$ cat src/design/lsnd_pkg.sv
// Shared constants, calibration tables and types for the line sensor normalizer.
package lsnd_pkg;

  // Sample and field widths.
  localparam int unsigned SAMPLE_BITS = 12;
  localparam int unsigned FIELD_BITS  = 12;
  localparam int unsigned NORM_BITS   = 11;
  localparam int unsigned STEER_BITS  = 12;
  localparam int unsigned MASK_BITS   = 5;
  localparam int unsigned NUM_LANES   = 5;

  // Only the low SAMPLE_BITS bits of a sample take part.
  localparam logic [FIELD_BITS-1:0] SAMPLE_MASK =
    FIELD_BITS'((64'd1 << SAMPLE_BITS) - 64'd1);

  // Normalized scale and floor.
  localparam logic [NORM_BITS-1:0] NORM_MAX   = NORM_BITS'(2000);
  localparam logic [NORM_BITS-1:0] NORM_FLOOR = NORM_BITS'(20);

  // Width of the scaled offset (offset times the scale) and of the reciprocal.
  localparam int unsigned P_BITS     = FIELD_BITS + NORM_BITS;
  localparam int unsigned RECIP_BITS = 14;
  localparam int unsigned PROD_BITS  = P_BITS + RECIP_BITS;
  localparam longint unsigned RECIP_ONE = 64'd1 << P_BITS;

  // Fixed calibration, lane 0 is far right, lane 4 is far left.
  localparam int unsigned MIN_FR = 180, MAX_FR = 1715;
  localparam int unsigned MIN_RT = 169, MAX_RT = 1473;
  localparam int unsigned MIN_CT = 167, MAX_CT = 1315;
  localparam int unsigned MIN_LT = 163, MAX_LT = 1184;
  localparam int unsigned MIN_FL = 175, MAX_FL = 1437;

  localparam int unsigned SPAN_FR = MAX_FR - MIN_FR;
  localparam int unsigned SPAN_RT = MAX_RT - MIN_RT;
  localparam int unsigned SPAN_CT = MAX_CT - MIN_CT;
  localparam int unsigned SPAN_LT = MAX_LT - MIN_LT;
  localparam int unsigned SPAN_FL = MAX_FL - MIN_FL;

  localparam logic [FIELD_BITS-1:0] CAL_MIN [NUM_LANES] = '{
    FIELD_BITS'(MIN_FR), FIELD_BITS'(MIN_RT), FIELD_BITS'(MIN_CT),
    FIELD_BITS'(MIN_LT), FIELD_BITS'(MIN_FL)
  };

  localparam logic [NORM_BITS-1:0] CAL_SPAN [NUM_LANES] = '{
    NORM_BITS'(SPAN_FR), NORM_BITS'(SPAN_RT), NORM_BITS'(SPAN_CT),
    NORM_BITS'(SPAN_LT), NORM_BITS'(SPAN_FL)
  };

  // floor(2^P_BITS / span): the estimate it gives is low by at most one.
  localparam logic [RECIP_BITS-1:0] CAL_RECIP [NUM_LANES] = '{
    RECIP_BITS'(RECIP_ONE / SPAN_FR), RECIP_BITS'(RECIP_ONE / SPAN_RT),
    RECIP_BITS'(RECIP_ONE / SPAN_CT), RECIP_BITS'(RECIP_ONE / SPAN_LT),
    RECIP_BITS'(RECIP_ONE / SPAN_FL)
  };

  // Lane indexes.
  localparam int unsigned LANE_FR = 0;
  localparam int unsigned LANE_RT = 1;
  localparam int unsigned LANE_CT = 2;
  localparam int unsigned LANE_LT = 3;
  localparam int unsigned LANE_FL = 4;

  // Register indexes of the configuration port.
  localparam int unsigned REG_IDX_BITS = 3;
  localparam logic [REG_IDX_BITS-1:0] REG_THR_FR = 3'd0;
  localparam logic [REG_IDX_BITS-1:0] REG_THR_RT = 3'd1;
  localparam logic [REG_IDX_BITS-1:0] REG_THR_CT = 3'd2;
  localparam logic [REG_IDX_BITS-1:0] REG_THR_LT = 3'd3;
  localparam logic [REG_IDX_BITS-1:0] REG_THR_FL = 3'd4;
  localparam logic [REG_IDX_BITS-1:0] REG_GATE   = 3'd5;
  localparam int unsigned ADDR_BITS = REG_IDX_BITS + 2;

  localparam logic [NORM_BITS-1:0]  THR_RESET  = NORM_BITS'(1000);
  localparam logic [FIELD_BITS-1:0] GATE_RESET = FIELD_BITS'(300);

  // Stream widths.
  localparam int unsigned IN_BITS  = 80;
  localparam int unsigned OUT_BITS = 80;

  // Configuration values seen by the datapath.
  typedef struct packed {
    logic [NUM_LANES-1:0][NORM_BITS-1:0] thresh;
    logic [FIELD_BITS-1:0]               gate_thr;
  } cfg_t;

  // Stage advance enables shared by all lanes.
  typedef struct packed {
    logic en1;
    logic en2;
    logic en3;
  } lane_ctrl_t;

endpackage

$ cat src/design/lsnd_cfg.sv
// Configuration registers behind the APB-style port.
module lsnd_cfg import lsnd_pkg::*; (
  input  logic                 clk_i,
  input  logic                 rst_ni,
  input  logic                 psel,
  input  logic                 penable,
  input  logic                 pwrite,
  input  logic [ADDR_BITS-1:0] paddr,
  input  logic [31:0]          pwdata,
  output logic [31:0]          prdata,
  output logic                 pready,
  output cfg_t                 cfg_o
);

  cfg_t                    cfg_q, cfg_d;
  logic [REG_IDX_BITS-1:0] idx;
  logic                    wr_en;

  assign idx    = paddr[ADDR_BITS-1:2];
  assign wr_en  = psel && penable && pwrite;
  assign pready = 1'b1;
  assign cfg_o  = cfg_q;

  // Register write decode; writes beyond the list are dropped.
  always_comb begin
    cfg_d = cfg_q;
    if (wr_en) begin
      case (idx)
        REG_THR_FR: cfg_d.thresh[LANE_FR] = pwdata[NORM_BITS-1:0];
        REG_THR_RT: cfg_d.thresh[LANE_RT] = pwdata[NORM_BITS-1:0];
        REG_THR_CT: cfg_d.thresh[LANE_CT] = pwdata[NORM_BITS-1:0];
        REG_THR_LT: cfg_d.thresh[LANE_LT] = pwdata[NORM_BITS-1:0];
        REG_THR_FL: cfg_d.thresh[LANE_FL] = pwdata[NORM_BITS-1:0];
        REG_GATE:   cfg_d.gate_thr        = pwdata[FIELD_BITS-1:0];
        default: begin
        end
      endcase
    end
  end

  always_ff @(posedge clk_i or negedge rst_ni) begin
    if (!rst_ni) begin
      cfg_q.thresh   <= {NUM_LANES{THR_RESET}};
      cfg_q.gate_thr <= GATE_RESET;
    end else begin
      cfg_q <= cfg_d;
    end
  end

  // Read mux.
  always_comb begin
    case (idx)
      REG_THR_FR: prdata = 32'(cfg_q.thresh[LANE_FR]);
      REG_THR_RT: prdata = 32'(cfg_q.thresh[LANE_RT]);
      REG_THR_CT: prdata = 32'(cfg_q.thresh[LANE_CT]);
      REG_THR_LT: prdata = 32'(cfg_q.thresh[LANE_LT]);
      REG_THR_FL: prdata = 32'(cfg_q.thresh[LANE_FL]);
      REG_GATE:   prdata = 32'(cfg_q.gate_thr);
      default:    prdata = 32'd0;
    endcase
  end

endmodule

$ cat src/design/lsnd_lane.sv
// One sensor lane: three-stage normalize, clamp and threshold pipeline.
module lsnd_lane import lsnd_pkg::*; (
  input  logic                  clk_i,
  input  lane_ctrl_t            ctrl_i,
  input  logic [FIELD_BITS-1:0] sample_i,
  input  logic [FIELD_BITS-1:0] cal_min_i,
  input  logic [NORM_BITS-1:0]  cal_span_i,
  input  logic [RECIP_BITS-1:0] cal_recip_i,
  input  logic [NORM_BITS-1:0]  thresh_i,
  output logic [NORM_BITS-1:0]  norm_o,
  output logic                  line_o
);

  logic [FIELD_BITS-1:0] x, d;
  logic                  low, high;
  logic [P_BITS-1:0]     p;

  logic [P_BITS-1:0]     p1_q, p2_q;
  logic                  low1_q, high1_q, low2_q, high2_q;
  logic [PROD_BITS-1:0]  prod;
  logic [NORM_BITS-1:0]  qest2_q;

  logic [P_BITS-1:0]     qs, rem;
  logic [NORM_BITS-1:0]  q, norm;
  logic [NORM_BITS-1:0]  norm_q;
  logic                  line_q;

  // Offset from the calibration minimum, range flags, and scaled offset.
  always_comb begin
    x    = sample_i & SAMPLE_MASK;
    low  = (x <= cal_min_i);
    d    = x - cal_min_i;
    high = !low && (d >= FIELD_BITS'(cal_span_i));
    p    = P_BITS'(d) * P_BITS'(NORM_MAX);
  end

  always_ff @(posedge clk_i) begin
    if (ctrl_i.en1) begin
      p1_q    <= p;
      low1_q  <= low;
      high1_q <= high;
    end
  end

  // Quotient estimate by reciprocal multiply; valid whenever the sample is in range.
  assign prod = PROD_BITS'(p1_q) * PROD_BITS'(cal_recip_i);

  always_ff @(posedge clk_i) begin
    if (ctrl_i.en2) begin
      p2_q    <= p1_q;
      low2_q  <= low1_q;
      high2_q <= high1_q;
      qest2_q <= prod[P_BITS +: NORM_BITS];
    end
  end

  // The estimate is low by at most one: one compare fixes it, then clamp.
  always_comb begin
    qs  = P_BITS'(qest2_q) * P_BITS'(cal_span_i);
    rem = p2_q - qs;
    q   = qest2_q + NORM_BITS'(rem >= P_BITS'(cal_span_i));
    if (low2_q) begin
      norm = NORM_FLOOR;
    end else if (high2_q) begin
      norm = NORM_MAX;
    end else if (q < NORM_FLOOR) begin
      norm = NORM_FLOOR;
    end else begin
      norm = q;
    end
  end

  always_ff @(posedge clk_i) begin
    if (ctrl_i.en3) begin
      norm_q <= norm;
      line_q <= (norm < thresh_i);
    end
  end

  assign norm_o = norm_q;
  assign line_o = line_q;

endmodule

$ cat src/design/lsnd_merge.sv
// Merge stage: masks the lane flags, forms the steering error, holds the output item.
module lsnd_merge import lsnd_pkg::*; (
  input  logic                                clk_i,
  input  logic                                rst_ni,
  input  logic                                valid_i,
  input  logic [NUM_LANES-1:0][NORM_BITS-1:0] norm_i,
  input  logic [NUM_LANES-1:0]                line_i,
  input  logic [MASK_BITS-1:0]                mask_i,
  input  logic                                gate_i,
  output logic                                take_o,
  input  logic                                m_axis_tready,
  output logic                                m_axis_tvalid,
  output logic [OUT_BITS-1:0]                 m_axis_tdata
);

  logic                  valid_q;
  logic [OUT_BITS-1:0]   data_q;
  logic [STEER_BITS-1:0] steer;
  logic [MASK_BITS-1:0]  bits;

  // The output register can load when empty or when its item leaves.
  assign take_o = !valid_q || m_axis_tready;

  always_comb begin
    steer = STEER_BITS'(norm_i[LANE_LT]) - STEER_BITS'(norm_i[LANE_RT]);
    bits  = line_i & mask_i;
  end

  always_ff @(posedge clk_i or negedge rst_ni) begin
    if (!rst_ni) begin
      valid_q <= 1'b0;
    end else if (take_o) begin
      valid_q <= valid_i;
    end
  end

  always_ff @(posedge clk_i) begin
    if (take_o && valid_i) begin
      data_q <= OUT_BITS'({gate_i, steer, bits, norm_i});
    end
  end

  assign m_axis_tvalid = valid_q;
  assign m_axis_tdata  = data_q;

endmodule

$ cat src/design/line_sensor_normalize_digitize.sv
// Top level of the five-lane line sensor normalizer and digitizer.
//
//  Channel   Direction  Handshake                 Contents
//  s_axis    in         s_axis_tvalid/tready      one set of samples per item
//  m_axis    out        m_axis_tvalid/tready      normalized levels and flags per item
//  apb       in         psel/penable, pready=1    six threshold registers
//
//  One item per cycle sustained while m_axis_tready stays high; an accepted item
//  passes through three lane stages (offset and scale, reciprocal multiply,
//  correction and clamp) and the merge register before m_axis_tvalid.
//  Reset clears the stage valid bits and loads the threshold defaults.
//  Each stage moves on when it is empty or the next one moves, so the input
//  keeps accepting into free stages while a result waits at the output.
module line_sensor_normalize_digitize import lsnd_pkg::*; (
  input  logic                 clk_i,
  input  logic                 rst_ni,
  // Fields from bit 0: sample_far_right, sample_right, sample_center,
  // sample_left, sample_far_left, gate_sample (12 bits each), bit_mask (5).
  input  logic                 s_axis_tvalid,
  output logic                 s_axis_tready,
  input  logic [IN_BITS-1:0]   s_axis_tdata,
  // Fields from bit 0: norm_far_right, norm_right, norm_center, norm_left,
  // norm_far_left (11 bits each), line_bits (5), steer_error (12), gate_open (1).
  output logic                 m_axis_tvalid,
  input  logic                 m_axis_tready,
  output logic [OUT_BITS-1:0]  m_axis_tdata,
  input  logic                 psel,
  input  logic                 penable,
  input  logic                 pwrite,
  input  logic [ADDR_BITS-1:0] paddr,
  input  logic [31:0]          pwdata,
  output logic [31:0]          prdata,
  output logic                 pready
);

  cfg_t                                cfg;
  lane_ctrl_t                          ctrl;
  logic                                take;
  logic                                v1_q, v2_q, v3_q;
  logic [NUM_LANES-1:0][NORM_BITS-1:0] norm;
  logic [NUM_LANES-1:0]                line;
  logic [MASK_BITS-1:0]                mask1_q, mask2_q, mask3_q;
  logic                                gate1_q, gate2_q, gate3_q;
  logic [FIELD_BITS-1:0]               gate_smp;

  lsnd_cfg u_cfg (
    .clk_i   (clk_i),
    .rst_ni  (rst_ni),
    .psel    (psel),
    .penable (penable),
    .pwrite  (pwrite),
    .paddr   (paddr),
    .pwdata  (pwdata),
    .prdata  (prdata),
    .pready  (pready),
    .cfg_o   (cfg)
  );

  // Stage enables, from the output back to the input.
  always_comb begin
    ctrl.en3 = !v3_q || take;
    ctrl.en2 = !v2_q || ctrl.en3;
    ctrl.en1 = !v1_q || ctrl.en2;
  end
  assign s_axis_tready = ctrl.en1;

  always_ff @(posedge clk_i or negedge rst_ni) begin
    if (!rst_ni) begin
      v1_q <= 1'b0;
      v2_q <= 1'b0;
      v3_q <= 1'b0;
    end else begin
      if (ctrl.en1) v1_q <= s_axis_tvalid;
      if (ctrl.en2) v2_q <= v1_q;
      if (ctrl.en3) v3_q <= v2_q;
    end
  end

  // Gate compare happens on entry; mask and gate flag ride along the lanes.
  assign gate_smp = s_axis_tdata[NUM_LANES*FIELD_BITS +: FIELD_BITS] & SAMPLE_MASK;

  always_ff @(posedge clk_i) begin
    if (ctrl.en1) begin
      mask1_q <= s_axis_tdata[(NUM_LANES+1)*FIELD_BITS +: MASK_BITS];
      gate1_q <= (gate_smp <= cfg.gate_thr);
    end
    if (ctrl.en2) begin
      mask2_q <= mask1_q;
      gate2_q <= gate1_q;
    end
    if (ctrl.en3) begin
      mask3_q <= mask2_q;
      gate3_q <= gate2_q;
    end
  end

  // Five lanes, one per sensor.
  for (genvar g = 0; g < NUM_LANES; g++) begin : g_lane
    lsnd_lane u_lane (
      .clk_i       (clk_i),
      .ctrl_i      (ctrl),
      .sample_i    (s_axis_tdata[g*FIELD_BITS +: FIELD_BITS]),
      .cal_min_i   (CAL_MIN[g]),
      .cal_span_i  (CAL_SPAN[g]),
      .cal_recip_i (CAL_RECIP[g]),
      .thresh_i    (cfg.thresh[g]),
      .norm_o      (norm[g]),
      .line_o      (line[g])
    );
  end

  lsnd_merge u_merge (
    .clk_i         (clk_i),
    .rst_ni        (rst_ni),
    .valid_i       (v3_q),
    .norm_i        (norm),
    .line_i        (line),
    .mask_i        (mask3_q),
    .gate_i        (gate3_q),
    .take_o        (take),
    .m_axis_tready (m_axis_tready),
    .m_axis_tvalid (m_axis_tvalid),
    .m_axis_tdata  (m_axis_tdata)
  );

endmodule

$ cat config.mk
export PLATFORM = sky130hd
export DESIGN_NAME = line_sensor_normalize_digitize
export DESIGN_NICKNAME = d
export VERILOG_FILES = /design/src/design/lsnd_pkg.sv /design/src/design/lsnd_cfg.sv /design/src/design/lsnd_lane.sv /design/src/design/lsnd_merge.sv /design/src/design/line_sensor_normalize_digitize.sv
export SDC_FILE = /design/constraint.sdc
export NUM_CORES = 2
export LEC_CHECK = 0
export BUFFER_PORTS_ARGS = -buffer_cell sky130_fd_sc_hd__buf_2
export CORE_AREA = 2 2 310 312
export DETAILED_ROUTE_END_ITERATION = 10
export DIE_AREA = 0 0 312 314
export PLACE_DENSITY = 0.83
export REMOVE_ABC_BUFFERS = 1
export SKIP_CTS_REPAIR_TIMING = 1
export SYNTH_ARGS = -nofsm -noshare
export SYNTH_HDL_FRONTEND = slang
export SYNTH_SLANG_ARGS = --single-unit
$ cat constraint.sdc
create_clock -name clk_i -period 10.7 [get_ports clk_i]
set_input_delay 2.675 -clock clk_i [delete_from_list [all_inputs] [get_ports clk_i]]
set_output_delay 2.675 -clock clk_i [all_outputs]
set_load 0.02 [all_outputs]
==> flow_results.org <==
** Synth
- After synthesis the netlist holds a flip-flop and latch count of ~490.
- Among all flip-flop cells after synthesis, the most frequent one is edfxtp_1.
- Of the synthesized area, sequential elements account for 0.2344.
- Post-synth cell types :: 89
- Mapped Area :: about 61000 um2
- Share of flip-flops with an asynchronous set or reset after synthesis :: 0.1458
- Syn Inst Count :: a little under 6000
- Number of synthesized flops with an enable pin :: ~420
- Post-synthesis average cell area :: 10.42 um2
- For this run, the number of Yosys warnings is 0.

** Global routing
- The number of global-route vias before repair is approximately 45000.
- After global routing the overflow that remains totals 0.
- The first global-routing pass estimated roughly 220 mm of wire.
- Entering global routing, the biggest net connects a little over 70 pins.
- Across every metal layer, demand over resource in global routing totals 0.2752.
- Antenna violations before repair :: 2

** Cells and area
- After routing the design area is 65990 um2.
- Number of antenna diodes :: 0
- Non-filler cells, final :: between 7000 and 8000
- Compared with the post-synthesis result, the final layout area differs by 8.093%.
- Number of filler cells placed in the layout :: approximately 6600
- Once layout is complete, the utilization of the core stands at 0.6987.
- Share of final-layout standard cells stronger than drive strength 1 :: 0.07781
- For this run, the post-layout net count is roughly 8100.

** Critical path
- Largest fanout on the critical path :: 6
- The worst setup path is of the register to register kind.
- At the worst endpoint, the arrival time is between 10000 and 15000 ps.
- Worst Setup Start Kind :: register
- Critical Path Slowest Stage Cell :: fa_2
- Worst path max stage delay :: ~610 ps
- CP required :: 11150 ps
- The worst setup path is captured at a register.

** STA
- RSZ-0062 raised after global routing :: yes
- Final worst hold slack :: between 400 and 500 ps
- The number of endpoints with negative hold slack in the final report is 0.
- Measured against its own limit, the worst slew margin works out to 0.2951.
- Across the routed clock network, the largest skew measured is 26.22 ps.
- Max Transition Viols Final :: 0
- Post-layout min period :: around 10000 ps
- Period utilisation layout :: 0.9568
- For the pin with the worst max-slew slack, the measured transition is 1052 ps.
- Fmax :: ~0.098 GHz
- Final number of setup-violating endpoints :: 0

** Clock network
- CTS tree :: done
- TritonCTS sink count :: roughly 500
- Maximum root-to-sink buffer count :: 3
- For the worst-skew pair, the clock arrives at the later sink with an insertion delay of approximately 650 ps.
- Library cell used as clock root buffer :: clkbuf_16
- The H-tree generated during clock tree synthesis spans 2 levels.
- Counting the buffers created by CTS gives 55.
- Clock transition at the register clock pins on the worst setup and hold paths after CTS :: around 60 ps

** Detailed routing
- Count of unresolved DRC violations after routing :: 0
- After detailed routing, the number of vias per cell comes to ~5.7.
- Average wire per cell in the routed design :: 17.81 um
- The detail route stage leaves a number of antenna-violating nets equal to 0.
- Starting DRC count in detailed routing :: around 3000
- The pre-antenna-repair detailed-routing pass consisted of 6 iterations.
- Summed over all layers, the routed wires come to about 130 mm.
- Via Count :: roughly 43000

** Place
- The number of placed instances, taps included, is approximately 7300.
- Port buffering added ~190 buffers.
- Area after detailed placement :: about 64000 um2
- The HPWL after detailed placement is approximately 110 mm.
- Final weighted congestion of routability-driven global placement :: about 0.93

** Die
- Total I/O pin count :: approximately 240
- Measured along the y axis, the die boundary spans approximately 310 um.
- Die Wd :: around 310 um
- The initial utilization of the core area, before any placement, comes to 0.6464.
- The die covers about 100000 um2.
- The region available for standard cell placement spans between 90000 and 100000 um2.
- # rows :: 113

** Worst hold path
- Min-Delay Path Class :: register to register

** Flow run
- Across the run, the number of max-cap violations was 0.

** Outcome
- The flow ran to the end, and the final reports show no timing, DRC or antenna violations.
==> cell usage after synthesis, drive strengths merged, types with 21 or more instances <==
master	number	area, um2
xor2	119	1042
nand4	38	237.7
edfxtp	416	12490
nand2	214	803.3
nand2b	51	319.1
or3	36	225.2
o21a	33	247.7
nor3	83	415.4
a21oi	244	1236
a31oi	26	162.7
clkbuf	27	101.4
inv	1339	5026
fa	690	13810
a21o	70	525.5
a211oi	35	267.8
dfrtp	37	925.9
buf	32	225.2
o21ai	209	1046
xnor2	215	1883
o21bai	29	217.7
nand3	67	335.3
dfstp	34	893.4
mux2	31	349.1
nor2b	54	337.8
nor2	208	780.8
and3	45	281.5
ha	1102	13790
a21boi	21	157.7
==> state kept, by name (all words and copies together) (netlist names), 5 cells and up <==
name / count
g_lane.u_lane.p2_q: 95
g_lane.u_lane.norm_o: 55
mask2_q: 5
g_lane.u_lane.high1_q: 5
g_lane.u_lane.line_o: 5
mask3_q: 5
g_lane.u_lane.low2_q: 5
g_lane.u_lane.high2_q: 5
g_lane.u_lane.low1_q: 5
g_lane.u_lane.p1_q: 95
g_lane.u_lane.qest2_q: 55
u_merge.m_axis_tdata: 73
mask1_q: 5
u_cfg.cfg_o: 67
==> area by class of cell <==
class / count / area [um2] / area share
clock inverter: 45 / 538.0 / 0.008153
inverter: 1339 / 5026 / 0.07616
timing repair buffer: 255 / 1451 / 0.02199
sequential: 487 / 14310 / 0.2169
tap: 1265 / 1583 / 0.02399
clock buffer: 58 / 1388 / 0.02103
multi-input combinational: 3998 / 41690 / 0.6318
==> metal layers <==
metal / wire length, um / up-vias / global-route usage
met5: 27 / - / 0
met4: 4726 / 4 / 0.09058
met3: 7768 / 272 / 0.03669
met2: 64250 / 1176 / 0.4717
met1: 55850 / 20950 / 0.3634
li1: - / 20110 / -
==> logic make-up (layout without fill, tap and decap cells) <==
kind of cell	count (synthesis)	count (layout)	share of synthesized area
xor gates and xnor gates	334	334	0.04792
and+or+nand+nor	916	916	0.07548
muxes	51	51	0.009612
adders and majority gates	1792	1792	0.4521
DFF	487	487	0.2344
other	2	28	0.0001230
AOI/OAI and AO/OA	877	877	0.09264
buffers and inverters	1398	1697	0.08768
==> final timing paths <==
check | from | endpoint | slack, ps | cells past startpoint
worst max-delay path | g_lane[3].u_lane.qest2_q[4] | g_lane[3].u_lane.line_o | 460 | 40
worst min-delay path | g_lane[0].u_lane.norm_o[2] | u_merge.m_axis_tdata[2] | 420 | 0
worst max register to register | g_lane[3].u_lane.qest2_q[4] | g_lane[3].u_lane.line_o | 460 | 40
worst min register to register | g_lane[0].u_lane.norm_o[2] | u_merge.m_axis_tdata[2] | 420 | 0
max in group asynchronous | rst_ni | u_cfg.cfg_o[58] | 7780 | 2
min in group asynchronous | rst_ni | v1_q | 2270 | 2
==> worst max-delay path, delay by kind of cell (launching register included) <==
kind                     cells  cell delay (ps)
AO/OA/AOI/OAI               15             2710
XOR/XNOR                     1              170
flip-flops                   1              430
AND/OR/NAND/NOR             11             2320
adder cells (fa/ha/maj)     10             3910
buffers and inverters        3              510
==> cell usage in the layout, fill, tap and decap left out, types with 25 or more instances in the layout <==
master,n
xor2_1,119
xnor2_1,215
o21ai_0,189
mux2_2,31
inv_1,1339
nand3_1,65
buf_4,70
a211oi_1,34
clkbuf_16,55
or3_1,36
ha_1,1099
a21oi_1,240
nor3_1,80
nand4_1,38
nand2b_1,51
fa_1,688
edfxtp_1,416
nand2_1,213
buf_2,185
and3_1,45
o21a_1,33
a21o_1,70
nor2_1,208
conb_1,28
dfstp_2,34
dfrtp_1,37
o21bai_1,29
a31oi_1,25
nor2b_1,53
==> per-stage QoR <==
step / setup TNS (ps) / worst slack, ps
after global placement: 0 / 201.3
after CTS: -24.82 / -24.82
final: 0 / 462.4
after floorplan: 0 / 1031
after global routing: -84.25 / -79.03
after detailed placement: -14.56 / -14.56
Power is left out: the tool's default activity adds up to more than one toggle a clock period on the data nets, which glitch-free logic cannot reach.
